==> src/rtl/core/rpa_pkg.sv <==
// Package for the rainbow pixel animator: the pixel record, the command codes,
// the control group of the pixel store and the color wheel function.
// No dependencies; every other file of the block imports it.
package rpa_pkg;

    // Command codes of the input channel.
    typedef enum logic {
        CMD_TICK = 1'b0,
        CMD_LOAD = 1'b1
    } cmd_t;

    // At most this many results leave the block per tick.
    localparam int RESULT_LIMIT = 16;
    localparam int CNT_W        = $clog2(RESULT_LIMIT + 1);

    // Color wheel constants.
    localparam logic [7:0] WHEEL_FULL       = 8'd255;
    localparam logic [7:0] WHEEL_THIRD      = 8'd85;
    localparam logic [7:0] WHEEL_TWO_THIRDS = 8'd170;

    // One pixel's stored state.
    typedef struct packed {
        logic [31:0] due;
        logic [7:0]  interval;
        logic [7:0]  hue;
    } pixel_t;

    // Port controls of the pixel store.
    typedef struct packed {
        logic wr_en;
        logic rd_en;
    } store_ctl_t;

    // One color from the wheel.
    typedef struct packed {
        logic [7:0] r;
        logic [7:0] g;
        logic [7:0] b;
    } rgb_t;

    // Three times an 8-bit value below 85 fits in 8 bits.
    function automatic logic [7:0] times_three(input logic [7:0] v);
        logic [9:0] t;
        t = {2'b00, v} + {1'b0, v, 1'b0};
        return t[7:0];
    endfunction

    // Map a hue position onto a red, green and blue intensity.
    function automatic rgb_t wheel_rgb(input logic [7:0] hue);
        logic [7:0] w;
        logic [7:0] w3;
        rgb_t       c;
        w = WHEEL_FULL - hue;
        if (w < WHEEL_THIRD)
        begin
            w3  = times_three(w);
            c.r = WHEEL_FULL - w3;
            c.g = 8'd0;
            c.b = w3;
        end
        else if (w < WHEEL_TWO_THIRDS)
        begin
            w3  = times_three(w - WHEEL_THIRD);
            c.r = 8'd0;
            c.g = w3;
            c.b = WHEEL_FULL - w3;
        end
        else
        begin
            w3  = times_three(w - WHEEL_TWO_THIRDS);
            c.r = w3;
            c.g = WHEEL_FULL - w3;
            c.b = 8'd0;
        end
        return c;
    endfunction

endpackage

==> src/rtl/core/rpa_pixel_store.sv <==
// Pixel store: one memory of pixel records with a registered read port and
// one valid bit per entry so that unwritten due times read as zero.
// Depends on rpa_pkg.
module rpa_pixel_store #(
    parameter int NUM_PIXELS = 16,
    parameter int IDX_W      = 4
) (
    input  logic                clk,
    input  logic                rst_n,
    input  rpa_pkg::store_ctl_t ctl,
    input  logic [IDX_W-1:0]    wr_addr,
    input  rpa_pkg::pixel_t     wr_data,
    input  logic [IDX_W-1:0]    rd_addr,
    output rpa_pkg::pixel_t     rd_data
);
    import rpa_pkg::*;

    pixel_t                mem [NUM_PIXELS];
    logic [NUM_PIXELS-1:0] valid_reg;
    pixel_t                rd_raw_reg;
    logic                  rd_valid_reg;

    // Memory write and registered read.
    always_ff @(posedge clk)
    begin
        if (ctl.wr_en)
        begin
            mem[wr_addr] <= wr_data;
        end
        if (ctl.rd_en)
        begin
            rd_raw_reg <= mem[rd_addr];
        end
    end

    // Written flags; reset makes every due time read as zero at once.
    always_ff @(posedge clk or negedge rst_n)
    begin
        if (!rst_n)
        begin
            valid_reg    <= '0;
            rd_valid_reg <= 1'b0;
        end
        else
        begin
            if (ctl.wr_en)
            begin
                valid_reg[wr_addr] <= 1'b1;
            end
            if (ctl.rd_en)
            begin
                rd_valid_reg <= valid_reg[rd_addr];
            end
        end
    end

    // An entry never written reports a zero due time.
    always_comb
    begin
        rd_data     = rd_raw_reg;
        rd_data.due = rd_valid_reg ? rd_raw_reg.due : 32'd0;
    end

endmodule

==> src/rtl/core/rpa_step_unit.sv <==
// Shared step unit: one 32-bit due compare and one 32-bit add, applied to
// each pixel in turn by the sequencer. Depends on rpa_pkg.
module rpa_step_unit (
    input  logic [31:0]     now,
    input  rpa_pkg::pixel_t cur,
    output rpa_pkg::pixel_t nxt
);
    import rpa_pkg::*;

    logic due_hit;

    // A due pixel steps its hue and is rescheduled one interval later.
    always_comb
    begin
        due_hit = (now >= cur.due);
        nxt     = cur;
        if (due_hit)
        begin
            nxt.due = now + {24'd0, cur.interval};
            nxt.hue = cur.hue + 8'd1;
        end
    end

endmodule

==> src/rtl/core/rainbow_pixel_animator_core.sv <==
// Rainbow pixel animator, top level.
// Input channel (in_valid / in_stall): a load writes one pixel's interval and
// starting hue and clears its due time; it gives no result.
// A tick carries the time in milliseconds. The sequencer then visits pixels
// FIRST_ANIMATED to NUM_PIXELS-1 in order through one shared compare-and-add
// unit: a due pixel steps its hue and is rescheduled, and the first sixteen
// visited pixels each send one color result, the final one with last_of_run.
// Each pixel passes through a memory read state, then an update and write back
// state, so in_stall stays high until the sweep over the animated pixels ends;
// the first result is registered from the update state of the first pixel. The
// registered read of the pixel memory is why each pixel needs the read state.
// Output channel (out_valid / out_stall): results sit in an output register.
// While the receiver stalls a waiting result, the sequencer holds a pixel that
// has a result to send and resumes when the output register frees; nothing is lost or repeated.
// Reset is asynchronous and active low: it clears the sequencer, the output
// valid and the written flags of the memory, so every due time reads as zero
// at once and no clearing pass is needed.
// Depends on rpa_pkg, rpa_pixel_store and rpa_step_unit.
module rainbow_pixel_animator_core #(
    parameter int NUM_PIXELS     = 16,
    parameter int FIRST_ANIMATED = 0
) (
    input  logic        clk,
    input  logic        rst_n,
    input  logic        in_valid,
    output logic        in_stall,
    input  logic        command,
    input  logic [31:0] tick_time,
    input  logic [3:0]  load_index,
    input  logic [7:0]  load_interval,
    input  logic [7:0]  load_hue,
    output logic        out_valid,
    input  logic        out_stall,
    output logic [3:0]  out_pixel_index,
    output logic [7:0]  red,
    output logic [7:0]  green,
    output logic [7:0]  blue,
    output logic        last_of_run
);
    import rpa_pkg::*;

    localparam int              IDX_W     = (NUM_PIXELS > 1) ? $clog2(NUM_PIXELS) : 1;
    localparam bit              ANY_ANIM  = (FIRST_ANIMATED < NUM_PIXELS);
    localparam logic [IDX_W-1:0] FIRST_IDX = IDX_W'(FIRST_ANIMATED);
    localparam logic [IDX_W-1:0] LAST_IDX  = IDX_W'(NUM_PIXELS - 1);

    typedef enum logic [1:0] {
        S_IDLE,
        S_READ,
        S_UPDATE
    } state_t;

    state_t           state_reg, state_next;
    logic [IDX_W-1:0] idx_reg, idx_next;
    logic [CNT_W-1:0] cnt_reg, cnt_next;
    logic [31:0]      now_reg, now_next;
    logic             out_valid_reg, out_valid_next;
    logic [3:0]       out_index_reg;
    rgb_t             out_rgb_reg;
    logic             out_last_reg;

    store_ctl_t       ctl;
    logic [IDX_W-1:0] wr_addr;
    pixel_t           wr_data;
    pixel_t           rd_data;
    pixel_t           step_data;
    rgb_t             step_rgb;

    logic             accept;
    logic             load_ok;
    logic             emit;
    logic             out_free;
    logic             advance;
    logic             load_out;

    // Pixel memory and the shared step unit.
    rpa_pixel_store #(
        .NUM_PIXELS(NUM_PIXELS),
        .IDX_W     (IDX_W)
    ) u_store (
        .clk    (clk),
        .rst_n  (rst_n),
        .ctl    (ctl),
        .wr_addr(wr_addr),
        .wr_data(wr_data),
        .rd_addr(idx_reg),
        .rd_data(rd_data)
    );

    rpa_step_unit u_step (
        .now(now_reg),
        .cur(rd_data),
        .nxt(step_data)
    );

    assign step_rgb = wheel_rgb(step_data.hue);

    // Handshake and step conditions.
    always_comb
    begin
        in_stall = (state_reg != S_IDLE);
        accept   = in_valid && !in_stall;
        load_ok  = accept && (command == CMD_LOAD) && (32'(load_index) < NUM_PIXELS);
        emit     = (cnt_reg < CNT_W'(RESULT_LIMIT));
        out_free = !out_valid_reg || !out_stall;
        advance  = (state_reg == S_UPDATE) && (!emit || out_free);
        load_out = advance && emit;
    end

    // Memory port control: loads from idle, write back from the update step.
    always_comb
    begin
        ctl.wr_en = load_ok || advance;
        ctl.rd_en = (state_reg == S_READ);
        if (advance)
        begin
            wr_addr = idx_reg;
            wr_data = step_data;
        end
        else
        begin
            wr_addr          = IDX_W'(load_index);
            wr_data.due      = 32'd0;
            wr_data.interval = load_interval;
            wr_data.hue      = load_hue;
        end
    end

    // Sequencer next state.
    always_comb
    begin
        state_next     = state_reg;
        idx_next       = idx_reg;
        cnt_next       = cnt_reg;
        now_next       = now_reg;
        out_valid_next = out_valid_reg && out_stall;
        case (state_reg)
            S_IDLE:
            begin
                if (accept && (command == CMD_TICK) && ANY_ANIM)
                begin
                    now_next   = tick_time;
                    idx_next   = FIRST_IDX;
                    cnt_next   = '0;
                    state_next = S_READ;
                end
            end
            S_READ:
            begin
                state_next = S_UPDATE;
            end
            S_UPDATE:
            begin
                if (advance)
                begin
                    if (emit)
                    begin
                        cnt_next = cnt_reg + 1'b1;
                    end
                    if (idx_reg == LAST_IDX)
                    begin
                        state_next = S_IDLE;
                    end
                    else
                    begin
                        idx_next   = idx_reg + 1'b1;
                        state_next = S_READ;
                    end
                end
            end
            default:
            begin
                state_next = S_IDLE;
            end
        endcase
        if (load_out)
        begin
            out_valid_next = 1'b1;
        end
    end

    // State and registered outputs.
    always_ff @(posedge clk or negedge rst_n)
    begin
        if (!rst_n)
        begin
            state_reg     <= S_IDLE;
            idx_reg       <= '0;
            cnt_reg       <= '0;
            now_reg       <= '0;
            out_valid_reg <= 1'b0;
            out_index_reg <= '0;
            out_rgb_reg   <= '0;
            out_last_reg  <= 1'b0;
        end
        else
        begin
            state_reg     <= state_next;
            idx_reg       <= idx_next;
            cnt_reg       <= cnt_next;
            now_reg       <= now_next;
            out_valid_reg <= out_valid_next;
            if (load_out)
            begin
                out_index_reg <= 4'(idx_reg);
                out_rgb_reg   <= step_rgb;
                out_last_reg  <= (cnt_reg == CNT_W'(RESULT_LIMIT - 1)) ||
                                 (idx_reg == LAST_IDX);
            end
        end
    end

    assign out_valid       = out_valid_reg;
    assign out_pixel_index = out_index_reg;
    assign red             = out_rgb_reg.r;
    assign green           = out_rgb_reg.g;
    assign blue            = out_rgb_reg.b;
    assign last_of_run     = out_last_reg;

    // A new result is only ever produced by the update step.
    assert property (@(posedge clk) disable iff (!rst_n)
        (state_reg != S_UPDATE) |=> !$rose(out_valid_reg))
        else $error("result appeared outside the update step");

    // No more results per tick than the limit.
    assert property (@(posedge clk) disable iff (!rst_n)
        cnt_reg <= CNT_W'(RESULT_LIMIT))
        else $error("result count passed the limit");

    // A tick transfer with animated pixels starts the sequencer.
    assert property (@(posedge clk) disable iff (!rst_n)
        (accept && (command == CMD_TICK) && ANY_ANIM) |=> (state_reg == S_READ))
        else $error("tick did not start the pixel sweep");

    // The sweep ends only after the last pixel.
    assert property (@(posedge clk) disable iff (!rst_n)
        ((state_reg == S_UPDATE) && (state_next == S_IDLE)) |-> (idx_reg == LAST_IDX))
        else $error("pixel sweep ended early");

endmodule
==> config.mk <==
export PLATFORM = sky130hd
export DESIGN_NAME = rainbow_pixel_animator_core
export DESIGN_NICKNAME = d
export VERILOG_FILES = /design/src/rtl/core/rpa_pkg.sv /design/src/rtl/core/rpa_pixel_store.sv /design/src/rtl/core/rpa_step_unit.sv /design/src/rtl/core/rainbow_pixel_animator_core.sv
export SDC_FILE = /design/constraint.sdc
export NUM_CORES = 1
export LEC_CHECK = 0
export BUFFER_PORTS_ARGS = -buffer_cell sky130_fd_sc_hd__clkbuf_2
export CAP_MARGIN = 20
export CORE_ASPECT_RATIO = 0.9
export CORE_MARGIN = 5
export CORE_UTILIZATION = 50
export CTS_BUF_LIST = sky130_fd_sc_hd__clkbuf_4 sky130_fd_sc_hd__clkbuf_8
export DETAILED_ROUTE_END_ITERATION = 7
export PLACE_DENSITY = 0.75
export SLEW_MARGIN = 20
export SYNTH_ARGS = -nofsm -noshare
export SYNTH_HDL_FRONTEND = slang
export SYNTH_SLANG_ARGS = --single-unit
==> constraint.sdc <==
create_clock -name clk -period 6.8 [get_ports clk]
set_clock_uncertainty 0.2 [all_clocks]
set_input_delay 0.68 -clock clk [delete_from_list [all_inputs] [get_ports clk]]
set_output_delay 0.68 -clock clk [all_outputs]
set_load 0.005 [all_outputs]
==> results of run 1 <==
[metal layers]
layer	GRT usage (%)	up-vias
li1	-	8611
met1	31.8	10700
met2	34.8	1062
met3	4.86	164
met4	7.76	0
met5	0	-
[power by group through the flow]
stage                     registers (mW)  logic [mW]  clock network, mW
after global routing                7.74        6.99               4.81
final                               7.69        6.39               4.45
after CTS                           7.68        6.32               4.54
after floorplan                     7.56        4.55                  0
after detailed placement            7.79        6.27                  0
after global placement              7.76        6.06                  0
[worst reg2reg max path: stages, from the launching register on]
cell and delay, ns:
dfrtp_2 0.65, buf_4 0.28, nand2_1 0.08, ha_1 0.32, a21oi_1 0.16, nand2_1 0.09
a221oi_1 0.48, nand2_1 0.39, o21ai_1 0.32, xnor2_2 0.22, ha_1 0.28, nor4b_2 0.17
a2111oi_4 0.53, xnor2_1 0.17, ha_1 0.37, a21o_1 0.19, a21oi_1 0.23, nor2b_1 0.10
o311ai_1 0.12, o311ai_2 0.17, xnor2_1 0.18, or3_1 0.35, o211ai_1 0.09
[stage by stage]
stage | hold slack [ns] | total power [mW] | instance area [um2]
detailed placement | 0.247 | 14.1 | 40000
global route | 0.0718 | 19.5 | 43200
global placement | 0.245 | 13.8 | 39800
finish | 0.110 | 18.5 | 43200
floorplan | 0.184 | 12.1 | 37600
CTS | 0.173 | 18.5 | 43100
[final timing paths]
path                                             from                     to  slack (ns)  depth (start not counted)
worst min-delay path                 load_interval[1]      u_store.mem[1][9]        0.11                          3
worst max-delay path             u_store.rd_valid_reg                blue[7]        0.54                         22
max in group asynchronous                       rst_n             idx_reg[2]        4.93                          3
worst max register to register   u_store.rd_valid_reg                blue[7]        0.54                         22
min in group asynchronous                       rst_n            now_reg[25]        0.22                          2
worst min register to register  u_store.valid_reg[11]  u_store.valid_reg[11]        0.26                          1
[kinds of logic (layout without fill, tap and decap cells)]
kind of cell | count (synthesis) | count (layout) | share of synthesized area (%)
AOI/OAI and AO/OA | 215 | 215 | 3.99
xor gates and xnor gates | 63 | 63 | 1.68
adders and majority gates | 67 | 67 | 2.29
buffers and inverters | 123 | 486 | 1.23
DFF | 906 | 906 | 71.1
muxes | 279 | 279 | 15.7
and+or+nand+nor | 333 | 333 | 4.08
[final cells by class]
class / instances / area [um2] / area share, %
Inverter: 33 / 124 / 0.287
Clock inverter: 45 / 239 / 0.554
Clock buffer: 210 / 2520 / 5.84
Timing Repair Buffer: 198 / 1670 / 3.87
Tap cell: 970 / 1210 / 2.81
Multi-Input combinational cell: 957 / 10600 / 24.6
Sequential cell: 906 / 26800 / 62.0
[placed cells by master, fill, tap and decap left out, drive strengths merged, types with 5 or more instances in the layout]
cell	Yosys	routed
o21ai	39	39
nand4	13	13
xnor2	38	38
and2	5	5
or2	17	17
mux4	245	245
xor2	24	24
clkbuf	64	297
and4	5	5
a21o	12	12
clkinv	0	35
nor3	8	8
inv	33	39
and3	14	14
a31oi	15	15
ha	64	64
dfrtp	90	90
a211oi	31	31
o211ai	7	7
nand2b	8	8
nand3	23	23
buf	26	77
a21oi	60	60
edfxtp	816	816
mux2	30	30
o31ai	8	8
a2111oi	5	5
nor2	79	79
dlygate4sd3	0	34
nand2	145	145
[timing repair]
| item | CTS | global route |
|---|---|---|
| hold buffers | 34 | 0 |
| endpoints found under the setup margin | 0 | 4 |
| resized for setup | 0 | 1 |
| hold endpoints to repair | 59 | 0 |
==> out/qor.yml, run 1 <==
clocking:
  post_cts_buffers: 0
  tritoncts: "yes"
  clkSinkCount: 906
  root_buffer: "clkbuf_8"
  htreeDepth: 4
  insertion_delay_ns: 0.80
  path_clk_slew_ns: 0.06
  clock_path_buffers: 3
  cts_made_buffers: 142
critical_path:
  crit_path_end_kind: "flip-flop"
  slowest_stage: "dfrtp_2"
  cpPeakStageDelay_ns: 0.65
  crit_fanout: 22
  path_delay_family: "compound AO/OA/AOI/OAI gates"
  cp_data_arrival_time_ns: 6.76
  required_ns: 7.30
  path_cells: "buf_4, nand2_1, ha_1, a21oi_1, nand2_1, a221oi_1, nand2_1, o21ai_1, xnor2_2, ha_1, nor4b_2, a2111oi_4, xnor2_1, ha_1, a21o_1, a21oi_1, nor2b_1, o311ai_1, o311ai_2, xnor2_1, or3_1, o211ai_1"
  critPathKind: "reg -> reg"
  crit_buf_inv: 1
  setup.worst_path.start_class: "flip-flop"
place:
  place_ws_ns: 0.479
  dp.cells: 3027
  hpwl_mm: 50.8
  port_buffers: 87
  gp_congestion: 0.894
sta:
  setup-tns-final_ns: 0
  setup_viol: 0
  fin_crit_ns: 6.26
  maxSlewViolCount: 0
  max_freq_ghz: 0.160
  tightest_slew_ns: 1.15
  worst_slack_ns: 0.539
  max_slew_margin_pct: 23.1
  grt_setup_unrepaired: "false"
  finalHoldViolCount: 0
  post-route-period-util_pct: 92.1
finish:
  drive_above_1_share_pct: 31.9
  area_growth_pct: 14.6
  antenna_cells: 0
  nets: 2362
  fin_cells: 3319
  fill_cells: 5421
  postLayoutCoreUtil_pct: 57.8
  largest_reg_flops: 768
routing:
  vias_per_cell: 6.19
  firstDrtPassIters: 5
  via_count: 20600
  drc_errors: 0
  wl_met1_mm: 36.0
  routedWlPerCell_um: 26.8
  antenna_left: 0
  route.met2.wl_mm: 42.3
  top_layer: "met4"
  drt-total-wl_mm: 89.0
  drtIter0Drc: 2277
  wl_met3_mm: 8.19
grt:
  grt_overflow: 0
  grt_pass1_vias: 21200
  grt_pass1_wl_mm: 134
  antenna_found_initial: 1
  grt_max_degree: 120
  track_usage_pct: 22.3
floorplan:
  row_count: 95
  pin_count: 88
  fp.dieW_um: 299
  initial_core_util_pct: 50.4
  dieHeight_um: 270
  core_um2: 74600
  dieArea_um2: 80900
power_and_ir_drop:
  pwr-share-clk_pct: 24.0
  powerDensity_nw_per_um2: 429
  p_sw_share_pct: 34.1
  internal-power_mw: 12.2
  p_seq_share_pct: 41.5
  vdd_drop_max_mv: 0.462
  combPwrFrac_pct: 34.5
  p_switching_mw: 6.32
  total_leakage_power_nw: 14.4
yosys:
  synth.ff_latch_count: 906
  synth_area_leaders: "edfxtp_1 (65%), mux4_2 (15%), dfrtp_1 (6.0%)"
  ys_top_cells_by_count: "edfxtp_1 (816), mux4_2 (245), nand2_1 (144)"
  yosys_warnings: 0
  synthArstFlopShare_pct: 9.93
  yosysSeqAreaShare_pct: 71.1
  synth-main-ff-cell: "edfxtp_1"
  netlist_area_um2: 37600
  synth_top_area_share_pct: 65.1
  synth_edf_count: 816
  syn_nets: 2110
  synth_cells: 1986
  post-synth-top-count-cell: "edfxtp_1"
  synth.largest_area_cell: "edfxtp_1"
  synth_cell_types: 79
  avgSynthCellArea_um2: 19.0
job:
  maxCapViolCount: 0
min_path:
  hp-class: "in -> reg"
outcome:
  status: "finished, final reports clean"
No activity file was read; power rests on OpenSTA's default activity.
==> inputs of run 2 (changes only) <==
--- a/config.mk
+++ b/config.mk
@@ -12,7 +12,7 @@
 export CORE_UTILIZATION = 50
 export CTS_BUF_LIST = sky130_fd_sc_hd__clkbuf_4 sky130_fd_sc_hd__clkbuf_8
 export DETAILED_ROUTE_END_ITERATION = 7
-export PLACE_DENSITY = 0.75
+export PLACE_DENSITY = 0.72
 export SLEW_MARGIN = 20
 export SYNTH_ARGS = -nofsm -noshare
 export SYNTH_HDL_FRONTEND = slang
==> run 2 against run 1 <==
  * Sequential power about the same
  * Final cell count down 0.27%
  * Setup slack worse by 0.015 ns
  * Critical path depth down 1
  * Register-to-register slack worse by 0.02 ns
  * Non-clock buffer count down 8
  * Fmax down 0.24%
  * Count of clock-buffer cells in the layout down 20
  * Clock power up 2%
  * Combinational power down 0.9%
  * First-iteration DRC count down 1.1%
  * Global-route usage down 0.47 points
  * Critical path type unchanged
  * Largest cell class unchanged
==> out/qor.yml, run 2 (synthesis gave the netlist of run 1 again) <==
clocking:
  cts_made_buffers: 142
  htreeDepth: 4
  insertion_delay_ns: 0.78
  clock_path_buffers: 3
  path_clk_slew_ns: 0.06
  tritoncts: "yes"
  clkSinkCount: 906
  cts_resized: 0
  root_buffer: "clkbuf_8"
routing:
  antenna_left: 0
  drc_errors: 0
  drtIter0Drc: 2252
  via_count: 20400
  firstDrtPassIters: 7
  routedWlPerCell_um: 26.6
  drt-total-wl_mm: 88.2
  vias_per_cell: 6.15
finish:
  antenna_cells: 0
  layout_common_cells: "edfxtp_1 (816), mux4_2 (245), clkbuf_8 (146), nand2_1 (143), clkbuf_2 (86)"
  drive_above_1_share_pct: 31.3
  seqCellArea_um2: 26800
  largest_reg_flops: 768
  fill_cells: 5519
  layout_commonest_cell: "edfxtp_1"
  multi_input_area_um2: 10600
  area_growth_pct: 14.0
  postLayoutCoreUtil_pct: 57.5
  nets: 2354
min_path:
  hp-class: "in -> async"
critical_path:
  path_cells: "buf_12, nand2_1, ha_1, nand4_2, nor3_1, a221oi_1, nand2_1, a211oi_1, nor2_1, ha_1, inv_1, a41oi_1, nand2_1, xnor2_2, inv_1, ha_1, a2111oi_0, or4_1, a21o_1, nand3_1, a22o_1"
  cpPeakStageDelay_ns: 0.83
  setup.worst_path.start_class: "flip-flop"
  crit_fanout: 29
  slowest_stage: "a2111oi_0"
  crit_path_end_kind: "flip-flop"
  required_ns: 7.26
  cp_data_arrival_time_ns: 6.73
  critPathKind: "reg -> reg"
place:
  gp_congestion: 0.873
  port_buffers: 87
  place_ws_ns: 0.734
  hpwl_mm: 49.4
outcome:
  status: "finished, final reports clean"
grt:
  track_usage_pct: 21.9
  grt_max_degree: 131
  grt_pass1_wl_mm: 131
  grt_overflow: 0
  grt_pass1_vias: 20700
  antenna_found_initial: 0
sta:
  tightest_slew_ns: 1.13
  worst_slack_ns: 0.524
  setup-tns-final_ns: 0
  max_freq_ghz: 0.159
  setup_viol: 0
  fin_crit_ns: 6.28
  finalHoldViolCount: 0
  post-route-period-util_pct: 92.3
  max_slew_margin_pct: 24.2
  maxSlewViolCount: 0
  grt_setup_unrepaired: "false"
power_and_ir_drop:
  p_sw_share_pct: 34.0
  p_switching_mw: 6.31
  vdd_drop_max_mv: 0.341
  combPwrFrac_pct: 34.2
  powerDensity_nw_per_um2: 432
  pwr-share-clk_pct: 24.5
  p_seq_share_pct: 41.4
  internal-power_mw: 12.2
  total_leakage_power_nw: 14.3
floorplan:
  core_um2: 74600
  initial_core_util_pct: 50.4
  row_count: 95
  fp.dieW_um: 299
  dieHeight_um: 270
  dieArea_um2: 80900
  pin_count: 88
job:
  maxCapViolCount: 0
## run 2: changes by cell type in the layout (fill, tap and decap cells not counted), moves of 6 or more
cell      delta
clkinv_1     +6
buf_16       -6
buf_4        +7
buf_12       -7
clkbuf_4    -16
## run 2: path summary, 6_finish.rpt
kind,startpoint,slack (ns),cells after the start,to
max,u_store.rd_valid_reg,0.52,21,green[6]
min,rst_n,0.22,2,now_reg[27]
max reg2reg,u_store.rd_valid_reg,0.52,21,green[6]
min reg2reg,u_store.valid_reg[15],0.27,1,u_store.valid_reg[15]
max in group asynchronous,rst_n,5.01,3,idx_reg[0]
min in group clk,u_store.valid_reg[15],0.27,1,u_store.valid_reg[15]
## run 2: through the flow
stage               hold WS, ns  total power [mW]  cells  cell area (um2)
finish                    0.221              18.5   3310            42900
global route              0.259              19.5   3310            42900
CTS                       0.187              18.6   3310            42900
detailed placement        0.248              14.0   3022            39800
global placement          0.246              13.8   3019            39700
floorplan                 0.184              12.1   1986            37600
## run 2: layout make-up
class                           instances  share of cell area (%)
Sequential cell                       906                    62.4
Multi-Input combinational cell        957                    24.7
Clock buffer                          190                    5.45
Timing Repair Buffer                  190                    3.28
Tap cell                              970                    2.83
Clock inverter                         64                    1.06
Inverter                               33                   0.289
## run 2: timing repair
item | in CTS | in global routing
hold buffers | 34 | 0
buffers inserted | 0 | 0
endpoints found under the hold margin | 74 | 0
## run 2: layer usage
metal | GRT usage, % | up-vias | wire [um]
met5 | 0 | - | 0
met4 | 6.24 | 0 | 2030
met3 | 4.73 | 158 | 7660
met2 | 34.5 | 935 | 42000
met1 | 31.3 | 10700 | 36500
li1 | - | 8577 | -
## run 2: power by group through the flow
stage	sequential [mW]	clock, mW	combinational, mW
after floorplan	7.56	0	4.55
after global placement	7.74	0	6.04
after detailed placement	7.77	0	6.22
after CTS	7.66	4.62	6.27
after global routing	7.72	4.88	6.91
final	7.67	4.54	6.33
## run 2: critical path, delay by kind of cell (launching register included)
family | cells | cell delay (ns)
compound gates | 6 | 1.70
buf+inv | 3 | 0.40
simple gates | 8 | 2.08
fa+ha+maj | 3 | 0.90
flops | 1 | 0.52
xor+xnor | 1 | 0.35
